### src/rtl/core/c6502_dec_pkg.sv
package c6502_dec_pkg;

  // Addressing modes as reported on access_mode
  localparam logic [3:0] M_NONE = 4'd0;
  localparam logic [3:0] M_IMPL = 4'd1;
  localparam logic [3:0] M_ACC  = 4'd2;
  localparam logic [3:0] M_IMM  = 4'd3;
  localparam logic [3:0] M_ZPG  = 4'd4;
  localparam logic [3:0] M_ZPGX = 4'd5;
  localparam logic [3:0] M_ZPGY = 4'd6;
  localparam logic [3:0] M_ABS  = 4'd7;
  localparam logic [3:0] M_ABSX = 4'd8;
  localparam logic [3:0] M_ABSY = 4'd9;
  localparam logic [3:0] M_IND  = 4'd10;
  localparam logic [3:0] M_INDX = 4'd11;
  localparam logic [3:0] M_INDY = 4'd12;
  localparam logic [3:0] M_REL  = 4'd13;

  // Mnemonics, alphabetical from 1
  localparam logic [5:0] O_NONE = 6'd0;
  localparam logic [5:0] O_ADC = 6'd1;
  localparam logic [5:0] O_AND = 6'd2;
  localparam logic [5:0] O_ASL = 6'd3;
  localparam logic [5:0] O_BCC = 6'd4;
  localparam logic [5:0] O_BCS = 6'd5;
  localparam logic [5:0] O_BEQ = 6'd6;
  localparam logic [5:0] O_BIT = 6'd7;
  localparam logic [5:0] O_BMI = 6'd8;
  localparam logic [5:0] O_BNE = 6'd9;
  localparam logic [5:0] O_BPL = 6'd10;
  localparam logic [5:0] O_BRK = 6'd11;
  localparam logic [5:0] O_BVC = 6'd12;
  localparam logic [5:0] O_BVS = 6'd13;
  localparam logic [5:0] O_CLC = 6'd14;
  localparam logic [5:0] O_CLD = 6'd15;
  localparam logic [5:0] O_CLI = 6'd16;
  localparam logic [5:0] O_CLV = 6'd17;
  localparam logic [5:0] O_CMP = 6'd18;
  localparam logic [5:0] O_CPX = 6'd19;
  localparam logic [5:0] O_CPY = 6'd20;
  localparam logic [5:0] O_DEC = 6'd21;
  localparam logic [5:0] O_DEX = 6'd22;
  localparam logic [5:0] O_DEY = 6'd23;
  localparam logic [5:0] O_EOR = 6'd24;
  localparam logic [5:0] O_INC = 6'd25;
  localparam logic [5:0] O_INX = 6'd26;
  localparam logic [5:0] O_INY = 6'd27;
  localparam logic [5:0] O_JMP = 6'd28;
  localparam logic [5:0] O_JSR = 6'd29;
  localparam logic [5:0] O_LDA = 6'd30;
  localparam logic [5:0] O_LDX = 6'd31;
  localparam logic [5:0] O_LDY = 6'd32;
  localparam logic [5:0] O_LSR = 6'd33;
  localparam logic [5:0] O_NOP = 6'd34;
  localparam logic [5:0] O_ORA = 6'd35;
  localparam logic [5:0] O_PHA = 6'd36;
  localparam logic [5:0] O_PHP = 6'd37;
  localparam logic [5:0] O_PLA = 6'd38;
  localparam logic [5:0] O_PLP = 6'd39;
  localparam logic [5:0] O_ROL = 6'd40;
  localparam logic [5:0] O_ROR = 6'd41;
  localparam logic [5:0] O_RTI = 6'd42;
  localparam logic [5:0] O_RTS = 6'd43;
  localparam logic [5:0] O_SBC = 6'd44;
  localparam logic [5:0] O_SEC = 6'd45;
  localparam logic [5:0] O_SED = 6'd46;
  localparam logic [5:0] O_SEI = 6'd47;
  localparam logic [5:0] O_STA = 6'd48;
  localparam logic [5:0] O_STX = 6'd49;
  localparam logic [5:0] O_STY = 6'd50;
  localparam logic [5:0] O_TAX = 6'd51;
  localparam logic [5:0] O_TAY = 6'd52;
  localparam logic [5:0] O_TSX = 6'd53;
  localparam logic [5:0] O_TXA = 6'd54;
  localparam logic [5:0] O_TXS = 6'd55;
  localparam logic [5:0] O_TYA = 6'd56;

  // Opcode group (bits 1..0)
  localparam logic [1:0] GRP_CTL = 2'd0;
  localparam logic [1:0] GRP_ALU = 2'd1;
  localparam logic [1:0] GRP_RMW = 2'd2;

  // Group 1 tables, indexed by operation field / mode field
  localparam logic [5:0] ALU_OPS [8] = '{O_ORA, O_AND, O_EOR, O_ADC,
                                         O_STA, O_LDA, O_CMP, O_SBC};
  localparam logic [3:0] ALU_MODES [8] = '{M_INDX, M_ZPG, M_IMM, M_ABS,
                                           M_INDY, M_ZPGX, M_ABSY, M_ABSX};
  // Group 2 tables
  localparam logic [5:0] RMW_OPS [8] = '{O_ASL, O_ROL, O_LSR, O_ROR,
                                         O_STX, O_LDX, O_DEC, O_INC};
  localparam logic [3:0] RMW_MODES [8] = '{M_IMM, M_ZPG, M_ACC, M_ABS,
                                           M_NONE, M_ZPGX, M_NONE, M_ABSX};
  localparam logic [5:0] ACC_ALT [4] = '{O_TXA, O_TAX, O_DEX, O_NOP};
  // Group 0 tables
  localparam logic [5:0] BR_OPS [8] = '{O_BPL, O_BMI, O_BVC, O_BVS,
                                        O_BCC, O_BCS, O_BNE, O_BEQ};
  localparam logic [5:0] IMP_LO [8] = '{O_PHP, O_PLP, O_PHA, O_PLA,
                                        O_DEY, O_TAY, O_INY, O_INX};
  localparam logic [5:0] IMP_HI [8] = '{O_CLC, O_SEC, O_CLI, O_SEI,
                                        O_TYA, O_CLV, O_CLD, O_SED};
  localparam logic [5:0] SYS_OPS [4] = '{O_BRK, O_JSR, O_RTI, O_RTS};
  localparam logic [5:0] CTL_OPS [8] = '{O_NONE, O_BIT, O_JMP, O_JMP,
                                         O_STY, O_LDY, O_CPY, O_CPX};
  localparam logic [3:0] CTL_MODES [8] = '{M_IMM, M_ZPG, M_NONE, M_ABS,
                                           M_NONE, M_ZPGX, M_NONE, M_ABSX};
  // Per mode field: which operation fields are documented
  localparam logic [7:0] CTL_OK [8] = '{8'hE0, 8'hF2, 8'h00, 8'hFE,
                                        8'h00, 8'h30, 8'h00, 8'h20};

  typedef struct packed {
    logic [5:0] operation;
    logic [3:0] access_mode;
    logic       is_illegal;
  } dec_res_t;

endpackage

### src/rtl/core/c6502_dec_logic.sv
module c6502_dec_logic
  import c6502_dec_pkg::*;
(
  input  logic [7:0] instr_byte,
  output dec_res_t   res
);

  // Mode field values with special meaning
  localparam logic [2:0] MM_SYS     = 3'd0;
  localparam logic [2:0] MM_IMPL_LO = 3'd2;
  localparam logic [2:0] MM_BRANCH  = 3'd4;
  localparam logic [2:0] MM_IMPL_HI = 3'd6;
  localparam logic [2:0] MM_LAST    = 3'd7;
  // Operation field values with special meaning
  localparam logic [2:0] HI_JSR  = 3'd1;
  localparam logic [2:0] HI_JMPI = 3'd3;
  localparam logic [2:0] HI_STX  = 3'd4;
  localparam logic [2:0] HI_LDX  = 3'd5;

  logic [1:0] cc;
  logic [2:0] mm;
  logic [2:0] hi;
  logic [5:0] op;
  logic [3:0] md;
  logic       bad;

  assign cc = instr_byte[1:0];
  assign mm = instr_byte[4:2];
  assign hi = instr_byte[7:5];

  always_comb begin
    op  = O_NONE;
    md  = M_NONE;
    bad = 1'b0;
    case (cc)
      GRP_CTL: begin
        if (mm == MM_BRANCH) begin
          op = BR_OPS[hi];
          md = M_REL;
        end else if (mm == MM_IMPL_LO) begin
          op = IMP_LO[hi];
          md = M_IMPL;
        end else if (mm == MM_IMPL_HI) begin
          op = IMP_HI[hi];
          md = M_IMPL;
        end else if (mm == MM_SYS && !hi[2]) begin
          op = SYS_OPS[hi[1:0]];
          md = (hi == HI_JSR) ? M_ABS : M_IMPL;
        end else begin
          op  = CTL_OPS[hi];
          md  = CTL_MODES[mm];
          bad = !CTL_OK[mm][hi];
          if (hi == HI_JMPI) md = M_IND;
        end
      end
      GRP_ALU: begin
        op  = ALU_OPS[hi];
        md  = ALU_MODES[mm];
        bad = (hi == HI_STX) && (mm == MM_IMPL_LO);
      end
      GRP_RMW: begin
        if (mm == MM_IMPL_HI) begin
          if (hi == HI_STX) begin
            op = O_TXS;
            md = M_IMPL;
          end else if (hi == HI_LDX) begin
            op = O_TSX;
            md = M_IMPL;
          end else begin
            bad = 1'b1;
          end
        end else if (mm == MM_BRANCH) begin
          bad = 1'b1;
        end else begin
          op = RMW_OPS[hi];
          md = RMW_MODES[mm];
          // LDX/STX index with Y instead of X
          if (hi == HI_STX || hi == HI_LDX) begin
            if (md == M_ZPGX) md = M_ZPGY;
            else if (md == M_ABSX) md = M_ABSY;
          end
          if (mm == MM_SYS) begin
            bad = (hi != HI_LDX);
          end else if (mm == MM_IMPL_LO && hi[2]) begin
            op = ACC_ALT[hi[1:0]];
            md = M_IMPL;
          end else if (mm == MM_LAST && hi == HI_STX) begin
            bad = 1'b1;
          end
        end
      end
      default: bad = 1'b1;
    endcase
    if (op == O_NONE || md == M_NONE) bad = 1'b1;
    res.operation   = bad ? O_NONE : op;
    res.access_mode = bad ? M_NONE : md;
    res.is_illegal  = bad;
  end

endmodule

### src/rtl/core/cpu6502_opcode_decoder.sv
// NMOS 6502 opcode decoder. Each request carries one opcode byte and yields
// one result: the documented mnemonic (1..56, alphabetical), its addressing
// mode and an illegal flag; undocumented bytes give operation 0, mode 0 and
// is_illegal 1. A request is taken every cycle when the output is not
// stalled; after acceptance the opcode passes through the input register,
// the single decode stage and the result register, and the result is
// presented from the result register.
module cpu6502_opcode_decoder
  import c6502_dec_pkg::*;
(
  input  logic       clk,
  input  logic       rst,
  input  logic       in_valid,
  output logic       in_ready,
  input  logic [7:0] instr_byte,
  output logic       out_valid,
  input  logic       out_ready,
  output logic [5:0] operation,
  output logic [3:0] access_mode,
  output logic       is_illegal
);

  logic       stage_valid;
  logic [7:0] stage_byte;
  logic       res_valid;
  dec_res_t   res;
  dec_res_t   res_next;
  logic       res_advance;

  c6502_dec_logic u_logic (
    .instr_byte (stage_byte),
    .res        (res_next)
  );

  assign res_advance = !res_valid || out_ready;
  assign in_ready    = !stage_valid || res_advance;

  always_ff @(posedge clk) begin
    if (rst) begin
      stage_valid <= 1'b0;
    end else if (in_ready) begin
      stage_valid <= in_valid;
    end
  end

  always_ff @(posedge clk) begin
    if (in_valid && in_ready) begin
      stage_byte <= instr_byte;
    end
  end

  always_ff @(posedge clk) begin
    if (rst) begin
      res_valid <= 1'b0;
    end else if (res_advance) begin
      res_valid <= stage_valid;
    end
  end

  // hold the result while the consumer stalls
  always_ff @(posedge clk) begin
    if (res_advance && stage_valid) begin
      res <= res_next;
    end
  end

  assign out_valid   = res_valid;
  assign operation   = res.operation;
  assign access_mode = res.access_mode;
  assign is_illegal  = res.is_illegal;

endmodule
### config.mk
export PLATFORM = sky130hd
export DESIGN_NAME = cpu6502_opcode_decoder
export DESIGN_NICKNAME = d
export VERILOG_FILES = /design/src/rtl/core/c6502_dec_pkg.sv /design/src/rtl/core/c6502_dec_logic.sv /design/src/rtl/core/cpu6502_opcode_decoder.sv
export SDC_FILE = /design/constraint.sdc
export NUM_CORES = 1
export LEC_CHECK = 0
export ABC_AREA = 1
export BUFFER_PORTS_ARGS = -buffer_cell sky130_fd_sc_hd__buf_4
export CAP_MARGIN = 15
export CORE_UTILIZATION = 50
export DETAILED_ROUTE_END_ITERATION = 6
export PLACE_DENSITY = 0.67
export SLEW_MARGIN = 10
export SYNTH_ARGS = -nofsm -noshare
export SYNTH_HDL_FRONTEND = slang
export SYNTH_SLANG_ARGS = --single-unit
### constraint.sdc
create_clock -name clk -period 4 [get_ports clk]
set_input_delay 0.8 -clock clk [delete_from_list [all_inputs] [get_ports clk]]
set_output_delay 0.8 -clock clk [all_outputs]
set_load 0.1 [all_outputs]
==> impl_metrics.csv, run 1 <==
group,metric,value,unit
route,drt-pass1-iter-count,5,
critical_path,path_common_cell,"nor2_1",
layout,drive_gt1_frac,0.1261,
global_routing,grt_pass1_vias,1922,
global_routing,use_met2,0.4414,
critical_path,worst-path-buf-inv,1,
global_routing,grt_pass1_wl,8721,µm
cts,post_cts_resized,0,
yosys,ys_async_sr_fraction,0,
die,pin_count,25,
global_routing,track_usage,0.2740,
yosys,yosysTopAreaCell,"edfxtp_1",
die,start_util,0.5297,
timing,setup_viol,0,
timing,fin_crit,2.679,ns
critical_path,required,4.03,ns
cts,insertion_delay,0.27,ns
critical_path,crit_chain,"inv_1, ha_1, nand2_2, nor2_1, nor2_1, a21oi_1, nand2_1, nor2_1, nand3_2, nand2_2, nor2_1",
route,ant_nets,0,
yosys,synthFlopType,"edfxtp_1",
cts,clkSinkCount,21,
power_and_ir_drop,p_leak,1.187,nW
cts,post_cts_buffers,0,
hold_path,hold_path_class,"reg -> reg",
die,rows,22,
global_routing,antenna_found_initial,0,
route,num_vias,2143,
route,routed_wl,5313,µm
global_routing,busiest_layer,"met2",
yosys,avgSynthCellArea,6.217,µm²
cts,clockBufferDepth,2,
yosys,ys_ff_latch,21,
critical_path,arrival,2.71,ns
yosys,yosysWarnings,0,
timing,rsz0062_at_grt,"no",
timing,fmax,373.3,MHz
placement,post-place-ws,1.408,ns
cts,holdBufCountCts,0,
die,die_height,64.98,µm
route,drc_errors,0,
placement,place.gp.congestion,1.011,
layout,antennaDiodeCount,0,
global_routing,grt_overflow,0,
yosys,synth_top_area_frac,0.2877,
cts,cts_tree,"done",
route,via_per_inst,5.509,
critical_path,cp_max_fo,8,
cts,cts_buffers,3,
die,dieArea,4222,µm²
layout,fin_nets,364,
yosys,syn_area,1983,µm²
global_routing,grt_max_degree,26,
yosys,synth_edf_count,19,
critical_path,cp_slowest_stage_delay,0.49,ns
yosys,yosysSeqAreaShare,0.3079,
yosys,synth_cells,319,
layout,n_fill_cell,386,
cts,htreeDepth,1,
critical_path,start_kind,"flop",
cts,path_clk_slew,0.08,ns
layout,final_util,0.5963,
job,drv_cap,0,
outcome,status,"complete, no violations",
timing,slew_viol_final,0,
cts,root_buffer,"clkbuf_8",
global_routing,grt_use_met3,0.04049,
yosys,post-synth-top-count-cell,"nand2_1",
critical_path,critPathCaptureType,"flop",
critical_path,worst_path_max_delay_cell,"edfxtp_1",
critical_path,crit_family,"simple AND/OR/NAND/NOR gates",
timing,fin_tns_setup,0,ns
placement,io_buffers,24,
timing,max-slew-margin-rel,0.2812,
critical_path,worstSetupPathType,"reg -> reg",
timing,worstMarginPinSlew,1.078,ns
route,dr.first_iter.drc_count,269,
global_routing,grt_util_met1,0.3501,
yosys,synthDistinctLibCells,27,
die,die_w,64.98,µm
die,core-area,3744,µm²
timing,layout_setup_ws,1.321,ns
timing,skew,0.007488,ns
yosys,synth_common_cells,"nand2_1, nor2_1, inv_1",
placement,place_hpwl,4162,µm
power_and_ir_drop,ir_drop,0.0001664,V
route,wire_per_inst,13.66,µm
yosys,synth.net_count,341,
power_and_ir_drop,powerDensity,292.4,nW/µm²
timing,hold_viol,0,
yosys,netlist_top_cells_area,"edfxtp_1, nand2_1, nor2_1, nand3_1, inv_1",
layout,syn_to_final_growth,12.56,%
timing,fin_crit_sh,0.6698,
report_power, final:
| group | switching, mW | leakage, nW | internal (mW) | total, mW |
|---|---|---|---|---|
| registers | 0.0152 | 0.203 | 0.257 | 0.272 |
| logic | 0.170 | 0.958 | 0.0647 | 0.234 |
| clock network | 0.0766 | 0.0255 | 0.0698 | 0.146 |
| total | 0.261 | 1.19 | 0.391 | 0.653 |
metal layers:
layer,wire length (µm),vias to the layer above
met5,0,-
met4,216,0
met3,459,28
met2,2403,124
met1,2234,924
li1,-,1067
path summary, 6_finish.rpt:
path              slack, ns            to  cells after the start           from
setup / recovery       1.32  operation[2]                     11  stage_byte[2]
hold / removal         0.47     out_valid                      2    stage_valid
setup reg to reg       1.32  operation[2]                     11  stage_byte[2]
hold reg to reg        0.47     out_valid                      2    stage_valid
tightest hold or removal path: stages (launching register included):
cell and delay [ns]:
dfxtp_1 0.32, inv_1 0.06, a21oi_1 0.06
area by class of cell:
cell class | instances | area [µm²] | area share
well taps | 48 | 60.06 | 0.02691
clock buffers | 3 | 41.29 | 0.01850
inverters | 43 | 163.9 | 0.07343
repair buffers | 24 | 180.2 | 0.08072
clock inverters | 1 | 5.005 | 0.002242
flip-flops and latches | 21 | 610.6 | 0.2735
multi-input cells | 249 | 1171 | 0.5247
logic make-up (layout without fill, tap and decap cells):
family | count (synthesis) | in the layout | synth area share
AOI/OAI and AO/OA | 39 | 39 | 0.1066
adders and majority gates | 10 | 10 | 0.06309
buffers and inverters | 49 | 71 | 0.1016
DFF | 21 | 21 | 0.3079
and+or+nand+nor | 200 | 200 | 0.4208
flip-flops by register name, summed over array words and instances (netlist names):
name / count
stage_byte: 8
operation: 6
access_mode: 4
stage_valid: 1
is_illegal: 1
out_valid: 1
per-stage QoR:
step	total power [mW]	hold slack (ns)	instances	instance area, µm²
final	0.6526	0.4726	389	2232
after global routing	0.6868	0.5099	389	2232
after CTS	0.6494	0.4793	389	2232
after detailed placement	0.5068	0.4673	385	2186
after global placement	0.5073	0.4673	385	2186
after floorplan	0.4535	0.4451	319	1983
layout by cell type, fill, tap and decap left out, types with 4 or more instances in the layout:
master	instances
o21ai_0	10
a21oi_1	20
nor2_1	50
nand3_1	33
edfxtp_1	19
ha_1	10
nand2_2	4
inv_1	37
buf_4	24
inv_2	5
nand2_1	106
Note: power is estimated with default switching activity, not from simulation.
==> run 2, diff against run 1 <==
==> constraint.sdc (replaced) <==
create_clock -name clk -period 2.8 [get_ports clk]
set_input_delay 0.56 -clock clk [delete_from_list [all_inputs] [get_ports clk]]
set_output_delay 0.56 -clock clk [all_outputs]
set_load 0.1 [all_outputs]
==> run 2 against run 1 <==
Net effect: register-to-register slack worse by 1.1 ns; via count is 1.7% lower; global-route usage is 1.1 points higher; hold slack worse by 0.030 ns; maximum frequency is 5.0% higher; sequential power is 39% higher; combinational power is 50% higher; cell count is 2.1% higher; wire length is 0.81% lower; highest routed layer unchanged.
==> impl_metrics.csv, run 2 (synthesized netlist as in run 1, its figures left out) <==
group,metric,value,unit
route,route.met2.wl,2463,µm
power_and_ir_drop,ir_drop,0.0003717,V
critical_path,required,2.83,ns
cts,post_cts_buffers,0,
layout,postLayoutCellArea,2292,µm²
placement,place.gp.congestion,1.028,
cts,htreeDepth,1,
critical_path,worst_path_max_delay_cell,"edfxtp_1",
die,dieArea,4222,µm²
critical_path,worstSetupPathType,"reg -> reg",
layout,regMostFlops,"stage_byte",
job,drv_cap,0,
timing,fmax,392.0,MHz
critical_path,start_kind,"flop",
layout,drive_gt1_frac,0.1461,
layout,syn_to_final_growth,15.58,%
timing,rsz0062_at_grt,"no",
power_and_ir_drop,seqPwrFrac,0.405,
timing,setup_viol,0,
power_and_ir_drop,power_switching,0.3680,mW
die,die_height,64.98,µm
route,top_layer_used,"met4",
power_and_ir_drop,powerDensity,407.6,nW/µm²
die,pin_count,25,
placement,place_hpwl,4311,µm
die,core-area,3744,µm²
timing,skew,0.005302,ns
critical_path,arrival,2.58,ns
layout,layout_commonest_cell,"nand2_1",
cts,holdBufCountCts,0,
global_routing,antenna_found_initial,0,
route,wl_met1,2247,µm
critical_path,critPathCaptureType,"flop",
cts,cts_buffers,3,
timing,fin_crit_sh,0.9110,
route,num_vias,2107,
power_and_ir_drop,p_comb_frac,0.377,
layout,layout_common_cells,"nand2_1, nor2_1, inv_1",
route,ant_nets,0,
global_routing,grt_pass1_vias,2004,
route,routed_wl,5270,µm
cts,clkSinkCount,21,
die,start_util,0.5297,
route,drc_errors,0,
route,wire_per_inst,13.27,µm
placement,placedInstanceArea,2246,µm²
power_and_ir_drop,p_sw_frac,0.3940,
cts,root_buffer,"clkbuf_8",
timing,fin_crit,2.551,ns
route,dr.first_iter.drc_count,304,
route,dr_wl_met3,408,µm
outcome,status,"complete, no violations",
cts,insertion_delay,0.27,ns
timing,max-slew-margin-rel,0.7418,
cts,clockBufferDepth,2,
timing,hold_viol,0,
route,drt-pass1-iter-count,6,
critical_path,crit_chain,"inv_1, ha_1, nand2_2, nor2_1, nor2_1, a21oi_1, nand2_1, nor2_1, nand3_2, nand2_2, nor2_1",
global_routing,track_usage,0.2846,
die,rows,22,
layout,largest_reg_flops,8,
power_and_ir_drop,p_leak,1.226,nW
critical_path,cp_slowest_stage_delay,0.39,ns
route,via_per_inst,5.307,
cts,path_clk_slew,0.08,ns
critical_path,cp_max_fo,8,
timing,fin_tns_setup,0,ns
global_routing,grt_pass1_wl,9087,µm
placement,io_buffers,24,
timing,slew_viol_final,0,
cts,post_cts_resized,0,
layout,fin_nets,372,
cts,cts_tree,"done",
timing,worstMarginPinSlew,0.3858,ns
hold_path,hold_path_class,"in -> reg",
global_routing,grt_overflow,0,
layout,antennaDiodeCount,0,
power_and_ir_drop,clockPowerShare,0.218,
global_routing,grt_max_degree,13,
die,die_w,64.98,µm
critical_path,path_common_cell,"nor2_1",
power_and_ir_drop,p_int,0.5662,mW
==> run 2: changes by cell type in the layout (fill, tap and decap cells not counted), sizes merged <==
| cell | delta |
|---|---|
| buf | +8 |
==> run 2: final cells by class <==
cell class / count / area, µm²
Clock buffer: 3 / 41.29
Sequential cell: 21 / 610.6
Multi-Input combinational cell: 249 / 1171
Timing Repair Buffer: 32 / 240.2
Fill cell: 383 / 1451
Inverter: 43 / 163.9
Tap cell: 48 / 60.06
Clock inverter: 1 / 5.005
==> run 2: path summary, 6_finish.rpt <==
kind                               startpoint           end  slack [ns]  depth (start not counted)
worst max-delay path            stage_byte[2]  operation[0]        0.25                         11
worst min-delay path                      rst   stage_valid        0.44                          2
worst max register to register  stage_byte[2]  operation[0]        0.25                         11
worst min register to register    stage_valid     out_valid        0.48                          2
==> run 2: worst max-delay path, delay by kind of cell (launching register included) <==
family          cells  cell delay (ns)
simple gates        8             1.28
flops               1             0.39
buf+inv             1             0.14
compound gates      1             0.21
fa+ha+maj           1             0.30
==> run 2: metal layers <==
metal | up-vias | global-route usage
li1 | 1079 | -
met1 | 926 | 0.3548
met2 | 90 | 0.4714
met3 | 12 | 0.04401
met4 | 0 | 0.1444
met5 | - | 0
==> run 2: power groups by stage <==
stage | logic [mW] | clock network [mW] | registers (mW)
floorplan | 0.192 | 0 | 0.456
global placement | 0.350 | 0 | 0.385
detailed placement | 0.349 | 0 | 0.386
CTS | 0.350 | 0.210 | 0.379
global route | 0.388 | 0.220 | 0.381
finish | 0.352 | 0.203 | 0.379
==> run 2: through the flow <==
step	hold WS (ns)	cells	setup WS, ns	util	total power [mW]
floorplan	0.4451	319	0.08258	-	0.6479
global route	0.4388	397	0.06416	0.6123	0.9891
global placement	0.4675	393	0.2970	0.5999	0.7346
detailed placement	0.4629	393	0.3038	0.5999	0.7346
CTS	0.4434	397	0.2806	0.6123	0.9382
finish	0.4422	397	0.2491	0.6123	0.9342
